## config.mk

```make
export PLATFORM = sky130hd
export DESIGN_NAME = aabb_collision_resolve
export DESIGN_NICKNAME = d
export VERILOG_FILES = /design/src/sv/acr_pkg.sv /design/src/sv/acr_cfg_regs.sv /design/src/sv/acr_resolve.sv /design/src/sv/aabb_collision_resolve.sv
export VERILOG_INCLUDE_DIRS = /design/src /design/src/sv
export SDC_FILE = /design/constraint.sdc
export NUM_CORES = 2
export LEC_CHECK = 0
export BUFFER_PORTS_ARGS = -buffer_cell sky130_fd_sc_hd__buf_2
export CORE_MARGIN = 3
export CORE_UTILIZATION = 50
export DETAILED_ROUTE_END_ITERATION = 10
export GPL_TIMING_DRIVEN = 0
export HOLD_SLACK_MARGIN = 0.15
export PLACE_DENSITY = 0.69
export SYNTH_ARGS = -nofsm -noshare
export SYNTH_HDL_FRONTEND = slang
export SYNTH_HIERARCHICAL = 1
export SYNTH_SLANG_ARGS = --single-unit
```

## constraint.sdc

```tcl
create_clock -name i_clk -period 21.1 [get_ports i_clk]
set_input_delay 1.055 -clock i_clk [delete_from_list [all_inputs] [get_ports i_clk]]
set_output_delay 1.055 -clock i_clk [all_outputs]
set_load 0.1 [all_outputs]
```

## src/sv/aabb_collision_resolve_macros.svh

```systemverilog
// Assertion macros for the AABB collision resolver.
// Included by the top level; depends on nothing else.
`ifndef AABB_COLLISION_RESOLVE_MACROS_SVH
`define AABB_COLLISION_RESOLVE_MACROS_SVH

// Same-cycle implication, disabled while reset is asserted.
`define ACR_ASSERT_NOW(lbl, clk, rst_n, ante, cons) \
    lbl: assert property (@(posedge clk) disable iff (!(rst_n)) (ante) |-> (cons)) \
        else $error("aabb_collision_resolve: same-cycle check failed");

// Next-cycle implication, disabled while reset is asserted.
`define ACR_ASSERT_NEXT(lbl, clk, rst_n, ante, cons) \
    lbl: assert property (@(posedge clk) disable iff (!(rst_n)) (ante) |=> (cons)) \
        else $error("aabb_collision_resolve: next-cycle check failed");

`endif

```

## src/sv/acr_pkg.sv

```systemverilog
// Shared types and constants for the AABB collision resolver.
// Used by acr_cfg_regs, acr_resolve and aabb_collision_resolve; no dependencies.
`default_nettype none

package acr_pkg;

    localparam int POS_W  = 24;
    localparam int SIZE_W = 20;
    // Working width: every sum and difference of positions, offsets and
    // sizes fits in 27 signed bits; one spare bit keeps differences exact.
    localparam int WIDE_W = 28;
    localparam int CFG_IDX_W = 2;

    typedef logic signed [POS_W-1:0]  t_pos;
    typedef logic        [SIZE_W-1:0] t_size;
    typedef logic signed [WIDE_W-1:0] t_wide;
    typedef logic        [CFG_IDX_W-1:0] t_cfg_idx;

    localparam t_cfg_idx REG_OFFSET_X = 2'd0;
    localparam t_cfg_idx REG_OFFSET_Y = 2'd1;
    localparam t_cfg_idx REG_WIDTH    = 2'd2;
    localparam t_cfg_idx REG_HEIGHT   = 2'd3;

    localparam t_pos  RST_OFFSET = 24'sd0;
    localparam t_size RST_SIZE   = 20'd4096;

    localparam t_pos POS_MAX = 24'sh7FFFFF;
    localparam t_pos POS_MIN = 24'sh800000;
    localparam t_pos POS_ZERO = 24'sd0;

    typedef struct packed {
        t_pos  offset_x;
        t_pos  offset_y;
        t_size width;
        t_size height;
    } t_cfg;

    typedef struct packed {
        t_pos  pos_x;
        t_pos  pos_y;
        t_pos  prev_x;
        t_pos  prev_y;
        t_pos  vel_x;
        t_pos  vel_y;
        t_pos  obstacle_left;
        t_pos  obstacle_top;
        t_size obstacle_width;
        t_size obstacle_height;
    } t_item;

    typedef struct packed {
        logic collided;
        logic grounded;
        t_pos new_pos_x;
        t_pos new_pos_y;
        t_pos new_vel_x;
        t_pos new_vel_y;
    } t_result;

    function automatic t_wide wide_s(input t_pos v);
        return {{(WIDE_W-POS_W){v[POS_W-1]}}, v};
    endfunction

    function automatic t_wide wide_u(input t_size v);
        return {{(WIDE_W-SIZE_W){1'b0}}, v};
    endfunction

    function automatic t_wide max_w(input t_wide a, input t_wide b);
        return (a > b) ? a : b;
    endfunction

    function automatic t_wide min_w(input t_wide a, input t_wide b);
        return (a < b) ? a : b;
    endfunction

    function automatic t_pos sat_pos(input t_wide v);
        if (v > wide_s(POS_MAX)) begin
            return POS_MAX;
        end else if (v < wide_s(POS_MIN)) begin
            return POS_MIN;
        end
        return v[POS_W-1:0];
    endfunction

endpackage

`default_nettype wire

```

## src/sv/acr_cfg_regs.sv

```systemverilog
// Hitbox configuration registers (offsets and size) for the collision resolver.
// Depends on acr_pkg.
`default_nettype none

module acr_cfg_regs (
    input  wire logic              i_clk,
    input  wire logic              i_rst_n,
    input  wire logic              i_we,
    input  wire acr_pkg::t_cfg_idx i_index,
    input  wire acr_pkg::t_pos     i_wdata,
    output acr_pkg::t_cfg          o_cfg
);

    acr_pkg::t_cfg r_cfg;
    acr_pkg::t_cfg n_cfg;

    always_comb begin
        n_cfg = r_cfg;
        if (i_we) begin
            case (i_index)
                acr_pkg::REG_OFFSET_X: n_cfg.offset_x = i_wdata;
                acr_pkg::REG_OFFSET_Y: n_cfg.offset_y = i_wdata;
                acr_pkg::REG_WIDTH:    n_cfg.width    = i_wdata[acr_pkg::SIZE_W-1:0];
                acr_pkg::REG_HEIGHT:   n_cfg.height   = i_wdata[acr_pkg::SIZE_W-1:0];
                default:               n_cfg          = r_cfg;
            endcase
        end
    end

    always_ff @(posedge i_clk) begin
        if (!i_rst_n) begin
            r_cfg.offset_x <= acr_pkg::RST_OFFSET;
            r_cfg.offset_y <= acr_pkg::RST_OFFSET;
            r_cfg.width    <= acr_pkg::RST_SIZE;
            r_cfg.height   <= acr_pkg::RST_SIZE;
        end else begin
            r_cfg <= n_cfg;
        end
    end

    assign o_cfg = r_cfg;

endmodule

`default_nettype wire

```

## src/sv/acr_resolve.sv

```systemverilog
// Combinational overlap test and side resolution for one box pair.
// Depends on acr_pkg.
`default_nettype none

module acr_resolve (
    input  wire acr_pkg::t_cfg  i_cfg,
    input  wire acr_pkg::t_item i_item,
    output acr_pkg::t_result    o_result
);

    acr_pkg::t_wide off_x, off_y, box_w, box_h;
    acr_pkg::t_wide ml, mt, mr, mb, sl, st, sr, sb;
    acr_pkg::t_wide p_top, p_bot, p_left, p_right;
    acr_pkg::t_wide y_land, y_below, x_lefts, x_rights;
    acr_pkg::t_wide ov_v, ov_h;
    acr_pkg::t_wide nx, ny;
    logic           overlap, down, right;

    always_comb begin
        off_x = acr_pkg::wide_s(i_cfg.offset_x);
        off_y = acr_pkg::wide_s(i_cfg.offset_y);
        box_w = acr_pkg::wide_u(i_cfg.width);
        box_h = acr_pkg::wide_u(i_cfg.height);

        // Current hitbox and static box edges
        ml = acr_pkg::wide_s(i_item.pos_x) + off_x;
        mt = acr_pkg::wide_s(i_item.pos_y) + off_y;
        mr = ml + box_w;
        mb = mt + box_h;
        sl = acr_pkg::wide_s(i_item.obstacle_left);
        st = acr_pkg::wide_s(i_item.obstacle_top);
        sr = sl + acr_pkg::wide_u(i_item.obstacle_width);
        sb = st + acr_pkg::wide_u(i_item.obstacle_height);

        overlap = (acr_pkg::max_w(ml, sl) < acr_pkg::min_w(mr, sr)) &&
                  (acr_pkg::max_w(mt, st) < acr_pkg::min_w(mb, sb));

        // Hitbox edges at the previous position
        p_top   = acr_pkg::wide_s(i_item.prev_y) + off_y;
        p_bot   = p_top + box_h;
        p_left  = acr_pkg::wide_s(i_item.prev_x) + off_x;
        p_right = p_left + box_w;

        // Entity positions that put the hitbox flush against each edge
        y_land   = st - off_y - box_h;
        y_below  = sb - off_y;
        x_lefts  = sl - off_x - box_w;
        x_rights = sr - off_x;

        ov_v = acr_pkg::min_w(mb, sb) - acr_pkg::max_w(mt, st);
        ov_h = acr_pkg::min_w(mr, sr) - acr_pkg::max_w(ml, sl);

        down  = !i_item.vel_y[acr_pkg::POS_W-1];
        right = !i_item.vel_x[acr_pkg::POS_W-1];

        nx = acr_pkg::wide_s(i_item.pos_x);
        ny = acr_pkg::wide_s(i_item.pos_y);
        o_result.collided  = overlap;
        o_result.grounded  = 1'b0;
        o_result.new_vel_x = i_item.vel_x;
        o_result.new_vel_y = i_item.vel_y;

        if (overlap) begin
            if (p_bot <= st && down) begin
                ny = y_land;
                o_result.new_vel_y = acr_pkg::POS_ZERO;
                o_result.grounded  = 1'b1;
            end else if (p_top >= sb && !down) begin
                ny = y_below;
                o_result.new_vel_y = acr_pkg::POS_ZERO;
            end else if (p_right <= sl) begin
                nx = x_lefts;
                o_result.new_vel_x = acr_pkg::POS_ZERO;
            end else if (p_left >= sr) begin
                nx = x_rights;
                o_result.new_vel_x = acr_pkg::POS_ZERO;
            end else if (ov_v < ov_h) begin
                ny = down ? y_land : y_below;
                o_result.new_vel_y = acr_pkg::POS_ZERO;
                o_result.grounded  = down;
            end else begin
                nx = right ? x_lefts : x_rights;
                o_result.new_vel_x = acr_pkg::POS_ZERO;
            end
        end

        o_result.new_pos_x = acr_pkg::sat_pos(nx);
        o_result.new_pos_y = acr_pkg::sat_pos(ny);
    end

endmodule

`default_nettype wire

```

## src/sv/aabb_collision_resolve.sv

```systemverilog
// Top level of the 2D AABB collision resolver: handshake pipeline and result register.
// Depends on acr_pkg, acr_cfg_regs, acr_resolve and aabb_collision_resolve_macros.svh.
//
// This block resolves one moving axis-aligned box against one static box per
// transaction. Each transaction passes through the input register and then the
// result register, and its result is held until the result side takes it. A
// new transaction may be accepted on every cycle while the result side keeps
// taking results, so the sustained rate is then one box pair per clock. The
// overlap test, side selection, snap and saturation sit between the input
// register and the result register as one pass of adders, comparators and
// multiplexers. Each register stage stalls only when it is full and the stage
// after it cannot take its contents, so a held result never prevents the
// input register from filling. The moving hitbox offset and size come from
// four configuration registers (offset x, offset y, width, height), written
// through the plain write port and reset to zero offsets and a 16.0 by 16.0
// box; they should only be changed while no transaction is in flight.
// Positions, offsets and velocities are signed Q15.8, sizes unsigned Q12.8,
// and resolved positions saturate to 24 bits.
`default_nettype none

`include "aabb_collision_resolve_macros.svh"

module aabb_collision_resolve (
    input  wire logic                 i_clk,
    input  wire logic                 i_rst_n,

    input  wire logic                 i_cfg_we,
    input  wire acr_pkg::t_cfg_idx    i_cfg_index,
    input  wire acr_pkg::t_pos        i_cfg_wdata,

    input  wire logic                 i_valid,
    output logic                      o_ready,
    input  wire acr_pkg::t_pos        i_pos_x,
    input  wire acr_pkg::t_pos        i_pos_y,
    input  wire acr_pkg::t_pos        i_prev_x,
    input  wire acr_pkg::t_pos        i_prev_y,
    input  wire acr_pkg::t_pos        i_vel_x,
    input  wire acr_pkg::t_pos        i_vel_y,
    input  wire acr_pkg::t_pos        i_obstacle_left,
    input  wire acr_pkg::t_pos        i_obstacle_top,
    input  wire acr_pkg::t_size       i_obstacle_width,
    input  wire acr_pkg::t_size       i_obstacle_height,

    output logic                      o_valid,
    input  wire logic                 i_ready,
    output logic                      o_collided,
    output logic                      o_grounded,
    output acr_pkg::t_pos             o_new_pos_x,
    output acr_pkg::t_pos             o_new_pos_y,
    output acr_pkg::t_pos             o_new_vel_x,
    output acr_pkg::t_pos             o_new_vel_y
);

    acr_pkg::t_cfg    cfg;
    acr_pkg::t_item   in_item;
    acr_pkg::t_result res;

    logic             r_s1_valid;
    acr_pkg::t_item   r_s1_item;
    logic             r_s2_valid;
    acr_pkg::t_result r_s2_res;

    logic             s1_ready;
    logic             s2_ready;
    logic             push_axis_clear;

    acr_cfg_regs u_cfg_regs (
        .i_clk   (i_clk),
        .i_rst_n (i_rst_n),
        .i_we    (i_cfg_we),
        .i_index (i_cfg_index),
        .i_wdata (i_cfg_wdata),
        .o_cfg   (cfg)
    );

    always_comb begin
        in_item.pos_x           = i_pos_x;
        in_item.pos_y           = i_pos_y;
        in_item.prev_x          = i_prev_x;
        in_item.prev_y          = i_prev_y;
        in_item.vel_x           = i_vel_x;
        in_item.vel_y           = i_vel_y;
        in_item.obstacle_left   = i_obstacle_left;
        in_item.obstacle_top    = i_obstacle_top;
        in_item.obstacle_width  = i_obstacle_width;
        in_item.obstacle_height = i_obstacle_height;
    end

    // A stage can load when it is empty or its contents move on this cycle.
    assign s2_ready = !r_s2_valid || i_ready;
    assign s1_ready = !r_s1_valid || s2_ready;
    assign o_ready  = s1_ready;

    // Input register
    always_ff @(posedge i_clk) begin
        if (!i_rst_n) begin
            r_s1_valid <= 1'b0;
        end else if (s1_ready) begin
            r_s1_valid <= i_valid;
        end
    end

    always_ff @(posedge i_clk) begin
        if (s1_ready && i_valid) begin
            r_s1_item <= in_item;
        end
    end

    acr_resolve u_resolve (
        .i_cfg    (cfg),
        .i_item   (r_s1_item),
        .o_result (res)
    );

    // Result register
    always_ff @(posedge i_clk) begin
        if (!i_rst_n) begin
            r_s2_valid <= 1'b0;
        end else if (s2_ready) begin
            r_s2_valid <= r_s1_valid;
        end
    end

    always_ff @(posedge i_clk) begin
        if (s2_ready && r_s1_valid) begin
            r_s2_res <= res;
        end
    end

    assign o_valid     = r_s2_valid;
    assign o_collided  = r_s2_res.collided;
    assign o_grounded  = r_s2_res.grounded;
    assign o_new_pos_x = r_s2_res.new_pos_x;
    assign o_new_pos_y = r_s2_res.new_pos_y;
    assign o_new_vel_x = r_s2_res.new_vel_x;
    assign o_new_vel_y = r_s2_res.new_vel_y;

    // At least one velocity component of the presented result is zero.
    assign push_axis_clear = (o_new_vel_x == acr_pkg::POS_ZERO) ||
                             (o_new_vel_y == acr_pkg::POS_ZERO);

    // Landing on top is only ever reported as part of a collision.
    `ACR_ASSERT_NOW(a_grounded_needs_hit, i_clk, i_rst_n, o_valid && o_grounded, o_collided)
    // A resolved collision always clears the velocity on the push axis.
    `ACR_ASSERT_NOW(a_hit_clears_axis, i_clk, i_rst_n, o_valid && o_collided, push_axis_clear)
    // An accepted transaction lands in the input register.
    `ACR_ASSERT_NEXT(a_accept_fills_s1, i_clk, i_rst_n, i_valid && o_ready, r_s1_valid)
    // A transaction in the input register moves to the result register when it is free.
    `ACR_ASSERT_NEXT(a_s1_moves_on, i_clk, i_rst_n, r_s1_valid && s2_ready, o_valid)

endmodule

`default_nettype wire
```

* Word-level counts from Yosys, hierarchy flattened
Index checks and enable logic that the tools add are counted.
** Storage, ports and cells
- Register bits :: 420
- Bits of input ports :: 263
- Logic and storage cells :: 117
** Operators by class
- Add/sub/neg operators :: 18
- Order comparisons :: 15
- Eq/ne operators :: 3
- Multiplexer cells :: 44
- Reduce and logical (&&, ||, !) cells :: 15
** Operators by type and width (count)
- 28-bit two-way mux :: 18
- 24-bit two-way mux :: 16
- 25-bit by 21-bit adder with 26-bit output :: 4
- 24-bit by 24-bit adder with 25-bit output :: 4
- 28-bit less-than comparator :: 3
- 28-bit by 24-bit > comparator with 1-bit output, second input constant :: 2
- 28-bit by 24-bit less-or-equal comparator with 1-bit output :: 2
- 28-bit by 24-bit less-than comparator with 1-bit output, second input constant :: 2
- 28-bit by 21-bit subtractor with 28-bit output :: 2
- 28-bit subtractor :: 2
- 26-bit by 25-bit less-than comparator with 1-bit output :: 2
- 25-bit by 24-bit subtractor with 26-bit output :: 2
- 24-bit by 21-bit adder with 25-bit output :: 2
- 25-bit greater-or-equal comparator :: 2
- 25-bit by 24-bit > comparator with 1-bit output :: 2
- 24-bit by 24-bit subtractor with 25-bit output :: 2
- 48-bit two-way mux :: 1
- 1-bit two-way mux :: 9
- 2-bit AND reduction :: 4
- 1-bit logical AND :: 5
- 2-bit == test, second input constant :: 2
- 1-bit zero test :: 3
- 2-bit by 1-bit == test with 1-bit output, second input constant :: 1
- 2-bit zero test :: 1
- 1-bit logical OR :: 2

* Logic depth before layout (Yosys ltp)
- Word-level depth :: 16
- Mapped depth :: 59

* Hierarchy
Netlist, hierarchy kept.
** Modules (own cells, without submodules)
- acr_resolve :: instances 1, cells each 3717, area an instance 27247.4 µm², seq. area each 0.0 µm²
- aabb_collision_resolve :: instances 1, cells each 339, area an instance 10013.4 µm², seq. area each 9949.5 µm²
- acr_cfg_regs :: instances 1, cells each 316, area an instance 3300.7 µm², seq. area each 1761.7 µm²

* Least setup slack after synthesis
No wires, ideal clock.
- Path type :: input-to-reg
- Start point :: in i_ready
- End point :: reg r_s1_item[0] (netlist name) (enable)
- Setup time :: 0.902 ns
- Arrival time :: 12.253 ns
- Required time :: 20.198 ns
- Path slack :: 7.946 ns
- Stages on the path :: 2
- Path buffers :: 0
- Cells stage by stage :: nor2b_4 -> a21oi_1
** On the way
- Word-level cells in the longest chain between the ends :: 3
** RTL lines
- from (decl) :: line aabb_collision_resolve.sv:45 : input wire logic i_ready,
- 1-bit logical OR :: line aabb_collision_resolve.sv:90 : assign s2_ready = !r_s2_valid || i_ready;
- 1-bit logical OR :: line aabb_collision_resolve.sv:91 : assign s1_ready = !r_s1_valid || s2_ready;
- 1-bit logical AND :: line aabb_collision_resolve.sv:104 : if (s1_ready && i_valid) begin
- to (signal assigned) :: line aabb_collision_resolve.sv:105 : r_s1_item <= in_item;
- to (decl) :: line aabb_collision_resolve.sv:59 : acr_pkg::t_item r_s1_item;
No other way between the ends.
A chain may end at the register's enable or synchronous reset.

==> impl_metrics.toml <==
[run_status]
status = "complete, no violations"

[power_and_ir_drop]
p_leak_nw = 20.3
total_power_mw = 4.76
power_density_nw_per_um2 = 105
vdd_ir_drop_max_uv = 86.5

[timing]
rsz0062_at_grt = "false"
hold_viol = 0
period_share = 0.768
setup_viol = 0
fin_worst_skew_ps = 24.5
slew_headroom = 0.172
min_period_ps = 16210
clock.fmax_mhz = 61.7
tns_ps = 0
slew_violations = 0
worst_pin_slew_ps = 1240

[yosys]
synth-main-ff-cell = "edfxtp_1"
synth_largest_area_cell = "edfxtp_1"
synthSimpleGateAreaFrac = 0.133
synth_edf_count = 330
synthAdderAreaFrac = 0.217
syn-num-nets = 5306
synth_top_family_by_area = "adder cells"
synthXorXnorAreaFrac = 0.0700
synth_area_leaders = "edfxtp_1 (24%), ha_1 (19%), xnor2_1 (4.8%)"
seq_area_frac_synth = 0.289
avgSynthCellArea_sq_um = 9.28
synthDistinctLibCells = 99
ys_async_sr_fraction = 0
synth_area_sq_um = 40600
synth.yosys.warnings = 6
synth_top_area_share = 0.244
syn-instance-count = 4372
ys_seq_elements = 420
synth_compound_area_frac = 0.209
muxShareOfSynthArea = 0.0412

[critical_path]
path_max_fanout = 10
cp-end-kind = "flop"
path_buf_inv = 4
arrival_ps = 16510
required_ps = 21400
worstSetupStartpointType = "flop"
crit_family = "compound AO/OA/AOI/OAI gates"
worst-setup-path-type = "flop to flop"
cpMostUsedCell = "o21ai_0"
cpPeakStageDelay_ps = 870
slowest_stage = "a21oi_1"

[grt]
grt_max_degree = 34
grt.overflow.total = 0
grt_pass1_wl_mm = 205
grt_pass1_vias = 35214
grt_use_total = 0.315
antenna_found_initial = 1

[clock_network]
post_cts_buffers = 0
htreeDepth = 2
clock_sinks = 420
clk_latency_ps = 620
cts-resized-gates = 0
cts_hold_buf = 0
root_buffer = "clkbuf_16"
cts_tree = "built"
clkTransAtPathRegs_ps = 60
clockBufferDepth = 3
numCtsBuffers = 46

[drt]
ant_nets = 0
firstDrtPassIters = 6
vias = 35808
drtIter0Drc = 2629
drt-total-wl_mm = 138
drcViolationCount = 0
routed_via_density = 6.09
drt-wirelength-per-cell_um = 23.5

[floorplan]
core_area_sq_um = 79600
die_width_um = 291
rows = 103
die_y_um = 291
start_util = 0.509
die-area_sq_um = 84600
top_level_ports = 363

[placement]
place_congestion = 0.989
dpl-instance-area_sq_um = 43900
dp_hpwl_mm = 117
io_buffers = 362

[final_layout]
fin_area_sq_um = 45500
areaGrowthSynthToFinish_pct = 12.1
drive_gt1_frac = 0.118
seq_area_sq_um = 11700
multi_input_area_sq_um = 27200
nets = 5728
n_fill_cell = 7190

[run]
cap_violations = 0

[hold_path]
hp-class = "flop to flop"
Yosys cell counts (64+ instances only):
library cell    n
a21oi_1       343
ha_1          617
o21a_1         82
nand3_1        75
a21o_1        168
edfxtp_1      330
nor3_1         81
and2_1         64
mux2i_1       149
inv_1         320
xor2_1        101
nand2_1       324
xnor2_1       223
o21ai_0       245
nor2_1        247
nand2b_1       73
dfxtp_1        90
through the flow:
stage               instances  setup WS [ps]  utilization  hold slack, ps
finish                   5881           4890        0.571             517
CTS                      5880           5300        0.571             517
floorplan                4372           7950            -             469
global placement         5784           2830        0.549             499
global route             5881           4300        0.571             527
detailed placement       5796           5430        0.552             502
cell type report:
type / instances / area share
antenna: 1 / 0.0000550
timing repair buffer: 374 / 0.0451
buffer: 81 / 0.0101
clock inverter: 33 / 0.00718
multi-input combinational: 3550 / 0.598
sequential: 420 / 0.258
tap: 1050 / 0.0289
inverter: 321 / 0.0265
clock buffer: 51 / 0.0262
state kept, by name, indices dropped and copies added (netlist names):
name,flops
o_new_pos_x,24
o_collided,1
o_new_vel_x,24
o_grounded,1
u_cfg_regs/o_cfg,88
o_new_vel_y,24
o_new_pos_y,24
r_s1_item,232
o_valid,1
r_s1_valid,1
worst reg2reg max path, delay by kind of cell, from the launching register on:
family,cells,cell delay [ps]
xor gates and xnor gates,3,720
muxes,1,530
AOI/OAI and AO/OA,28,9010
adders and majority gates,5,1810
DFF,1,620
and+or+nand+nor,11,2200
buffers and inverters,4,1030
logic make-up after synthesis:
logic type / after synthesis
multiplexers: 164
AO/OA/AOI/OAI: 1286
adder cells (fa/ha/maj): 671
XOR/XNOR: 324
AND/OR/NAND/NOR: 1105
buffers and inverters: 402
flip-flops: 420
metal layers:
| metal | up-vias | share of wire | GRT usage |
|---|---|---|---|
| met5 | - | 0 | 0 |
| met4 | 0 | 0.055 | 0.149 |
| met3 | 289 | 0.061 | 0.0365 |
| met2 | 1314 | 0.47 | 0.543 |
| met1 | 17161 | 0.41 | 0.394 |
| li1 | 17044 | - | - |
power breakdown:
group / switching, mW / total (mW) / internal [mW]
logic: 1.89 / 2.87 / 0.982
clock network: 0.346 / 0.825 / 0.480
registers: 0.0500 / 1.06 / 1.01
total: 2.28 / 4.76 / 2.47
cell usage in the layout, fill, tap and decap left out, drive strengths merged, types with 60 or more instances in the layout:
master,Yosys,layout
nand4,61,61
o21a,82,82
nand3,76,76
mux2i,150,150
nor2b,60,60
nor2,247,247
xor2,101,101
nor3,84,84
ha,617,617
nand2b,73,73
o21ai,268,268
buf,40,414
a21oi,343,343
and2,65,65
clkbuf,41,92
xnor2,223,223
dfxtp,90,90
nand2,324,324
inv,321,324
a21o,169,169
edfxtp,330,330
final timing paths:
kind                                     start                        end  slack [ps]  depth (start not counted)
min                   r_s1_item[131]$_DFFE_PP_  o_new_vel_x[19]$_DFFE_PP_         520                          1
min reg2reg           r_s1_item[131]$_DFFE_PP_  o_new_vel_x[19]$_DFFE_PP_         520                          1
max          u_cfg_regs/o_cfg[41]$_SDFFE_PN0P_   o_new_pos_x[3]$_DFFE_PP_        4890                         52
max reg2reg  u_cfg_regs/o_cfg[41]$_SDFFE_PN0P_   o_new_pos_x[3]$_DFFE_PP_        4890                         52
(Power assumes the default switching activity.)
